File: src/hw/rtl/cma_pkg.sv
package cma_pkg;

    localparam int MAX_SERIES  = 128;
    localparam int SAMPLE_BITS = 16;
    localparam int POS_W       = $clog2(MAX_SERIES);
    localparam int ACC_W       = 48;
    localparam int ACC_DEPTH   = MAX_SERIES * (MAX_SERIES + 1) / 2;
    localparam int ACC_AW      = $clog2(ACC_DEPTH);
    localparam int PROD_W      = 2 * SAMPLE_BITS;

    localparam logic [1:0] MODE_SAMPLE = 2'd0;
    localparam logic [1:0] MODE_READ   = 2'd1;
    localparam logic [1:0] MODE_CLEAR  = 2'd2;

    localparam logic [0:0] REG_NUM_SERIES = 1'd0;
    localparam logic [0:0] REG_INV_COUNT  = 1'd1;

    localparam logic [32:0] ONE_Q32 = 33'h1_0000_0000;

    typedef enum logic [3:0] {
        ST_CLEAR,
        ST_IDLE,
        ST_SAMPLE,
        ST_DRAIN,
        ST_RD_ADDR,
        ST_RD_WAIT,
        ST_MUL_HI,
        ST_MUL_LO,
        ST_FINAL
    } state_t;

endpackage

File: src/hw/rtl/cma_cell.sv
module cma_cell
    import cma_pkg::*;
(
    input  logic                          clk,
    input  logic                          shift,
    input  logic signed [SAMPLE_BITS-1:0] d,
    output logic signed [SAMPLE_BITS-1:0] q
);

    logic signed [SAMPLE_BITS-1:0] value_reg;

    always_ff @(posedge clk)
    begin
        if (shift)
        begin
            value_reg <= d;
        end
    end

    assign q = value_reg;

endmodule

File: config.mk
export PLATFORM = sky130hd
export DESIGN_NAME = cma_cell
export DESIGN_NICKNAME = d
export VERILOG_FILES = /design/src/hw/rtl/cma_pkg.sv /design/src/hw/rtl/cma_cell.sv
export SDC_FILE = /design/constraint.sdc
export NUM_CORES = 1
export LEC_CHECK = 0
export CAP_MARGIN = 20
export CORE_AREA = 5 5 42 44
export CTS_CLUSTER_SIZE = 40
export DETAILED_ROUTE_END_ITERATION = 12
export DIE_AREA = 0 0 47 49
export DONT_BUFFER_PORTS = 1
export MAX_ROUTING_LAYER = met4
export PLACE_DENSITY_LB_ADDON = 0.2
export SETUP_SLACK_MARGIN = 0.15
export SLEW_MARGIN = 20
export SYNTH_ARGS = -nofsm -noshare
export SYNTH_HDL_FRONTEND = slang
export SYNTH_SLANG_ARGS = --single-unit
File: constraint.sdc
create_clock -name clk -period 0.8 [get_ports clk]
set_input_delay 0.2 -clock clk [delete_from_list [all_inputs] [get_ports clk]]
set_output_delay 0.2 -clock clk [all_outputs]
set_load 0.02 [all_outputs]
-- Word level (Yosys, flattened, before mapping)
Index checks and enable logic that the tools add are counted.
- register bits: 16
- logic and storage cells: 1

-- Longest topological paths before layout
- depth after elaboration: 0
- depth in mapped cells: 0
- mapped depth without buffers: 0

-- Worst setup path before layout
No wires, ideal clock.
- path kind: register to output
- start: register value_reg[0], in the netlist q[0]
- end: output q[0]
- data arrival time: 0.449 ns
- data required time: 0.600 ns
- setup slack: 0.151 ns
- stages on the path, launching flop included: 1
- cells stage by stage: edfxtp_1
- RTL lines (item ; RTL line ; source):
    start, declared ; cma_cell.sv:10 ; logic signed [SAMPLE_BITS-1:0] value_reg;
    start signal, assigned ; cma_cell.sv:16 ; value_reg <= d;
    end, declared ; cma_cell.sv:7 ; output logic signed [SAMPLE_BITS-1:0] q
No word-level cell between the ends.

-- Worst setup path in the final report
- start: register value_reg[15], in the netlist q[15]
- end: output q[15]
No word-level cell between the ends.

==> flow_summary.ini <==
[global_route]
grt_pass1_wl_um = 1117
grt_antenna_before_repair = 0
grt_max_degree = 17
track_usage = 0.08204
grt_overflow = 0
grt_pass1_vias = 218

[layout]
syn_to_final_growth_pct = 8.854
largest_reg_flops = 16
nNetsFinal = 39
final_cell_area_um2 = 523.0
seq_area_um2 = 480.5
n_antenna_cell = 0
nFillCells = 140
multi_input_gates = 0
multi_input_area_um2 = 0
layout-drive-gt1-share = 0.1579

[floorplanning]
core_area_um2 = 1401
start_util = 0.3429
core.rowCount = 14
die_h_um = 49
ios = 34
die_w_um = 47
die_area_um2 = 2303

[drt]
drtAntennaViolNets = 0
first_pass_iters = 1
vias = 178
drc = 0
drt_iter0_markers = 0
viasPerCell = 5.086
routedWlPerCell_um = 22.71
wl_um = 795

[synthesis]
synthTopCellsByArea = edfxtp_1 (100%)
synth_top_area_share = 1.000
ys_ff_latch = 16
yosysUniqueCellTypes = 1
synth.top_cells.by_count = edfxtp_1 (16)
netlist_area_um2 = 480.5
yosysMostFrequentCell = edfxtp_1
synth_largest_area_cell = edfxtp_1
avgSynthCellArea_um2 = 30.03
synthesis.nets = 34
synth_edf_count = 16
ys.flop_type = edfxtp_1
yosysWarnings = 0
ys_seq_area_frac = 1.000
synthesis.instances = 16
async_flop_share = 0

[power]
ir_drop_mv = 1.130
power.internal_mw = 1.177
p_leak_nw = 0.1704
p_clk_frac = 0.259
switchingPower_mw = 0.3207
p_per_area_nw_per_um2 = 2863
total_power_mw = 1.497
combPwrFrac = 0
power_frac_seq = 0.741
sw_frac_of_total = 0.2142

[worst_setup_path]
crit_arrival_ns = 0.77
cp-start-kind = register
end_kind = output pin
critPathRequiredTime_ns = 0.60
path_class = reg -> out
worstPathMaxFanout = 1

[sta]
finalHoldViolCount = 0
rsz0062_at_grt = true
fin_ws_ns = -0.1739
tightest_slew_ns = 0.2310
final-setup-viol-count = 16
drv_slew = 0
slew_headroom = 0.8463
timing.final.crit_share = 1.217
max_freq_mhz = 1027
period_minus_slack_ns = 0.9739

[clock_network]
htree_num_levels = 1
clkSlewWorstSetupHoldPaths_ns = 0.08
numCtsBuffers = 3
hold_buffers = 0
cts_tree = yes
cts.sinks = 16
root_buffer = clkbuf_4
clock_path_buffers = 2

[run]
maxCapViolCount = 0

[worst_hold_path]
hold_class = in -> reg
min_path_cells = 0
min_to = q[1]
min_from = d[1]

[outcome]
violations = setup timing
outcome = finished, violations left

[place]
portBuffers = 0
gp_congestion = 0.5806
postPlaceCellArea_um2 = 500.5
## layout by cell type (no fill, tap or decap)
cell / count
edfxtp_1: 16
clkbuf_4: 3
## final cells by class
class / count / area share
sequential: 16 / 0.9187
clock buffer: 3 / 0.04306
tap: 16 / 0.03828
## worst max-delay path by stage
stage	from	end	slack, ns	cells after the start
after floorplan	q[0]	q[0]	0.15	0
after global placement	q[1]	q[1]	0.13	0
after detailed placement	q[1]	q[1]	0.12	0
after CTS	q[1]	q[1]	-0.19	0
after global routing	q[15]	q[15]	-0.22	0
final	q[15]	q[15]	-0.17	0
## repair_timing
action / in CTS / in global routing
gates resized for setup: 0 / 0
endpoints found under the hold margin: 0 / 16
setup buffers: 0 / 0
pin swaps: 0 / 0
setup endpoints to repair: 16 / 16
## stage by stage
step,cells,hold WS (ns),setup TNS (ns),worst slack (ns),util
floorplan,16,0.2989,0,0.1505,-
global placement,32,0.2989,0,0.1323,0.3571
detailed placement,32,0.2989,0,0.1223,0.3571
CTS,35,0.003081,-2.879,-0.1942,0.3732
global route,35,-0.01361,-3.267,-0.2179,0.3732
finish,35,0.01595,-2.585,-0.1739,0.3732
## logic make-up (layout without fill, tap and decap cells)
logic type | count (synthesis) | count (layout) | share of synthesized area
DFF | 16 | 16 | 1.000
buffers and inverters | 0 | 3 | 0
## per-layer routing
metal	global-route usage	routed length, um
met3	0.05904	101
met2	0.1018	356
met5	-	0
met1	0.07565	312
met4	0.08295	25
## power groups by stage
stage | clock (mW) | sequential [mW] | combinational, mW
finish | 0.387 | 1.11 | 0
global route | 0.461 | 1.12 | 0
floorplan | 0 | 1.12 | 0
global placement | 0 | 1.13 | 0
detailed placement | 0 | 1.13 | 0
CTS | 0.414 | 1.11 | 0
No activity file was read; power rests on OpenSTA's default activity.
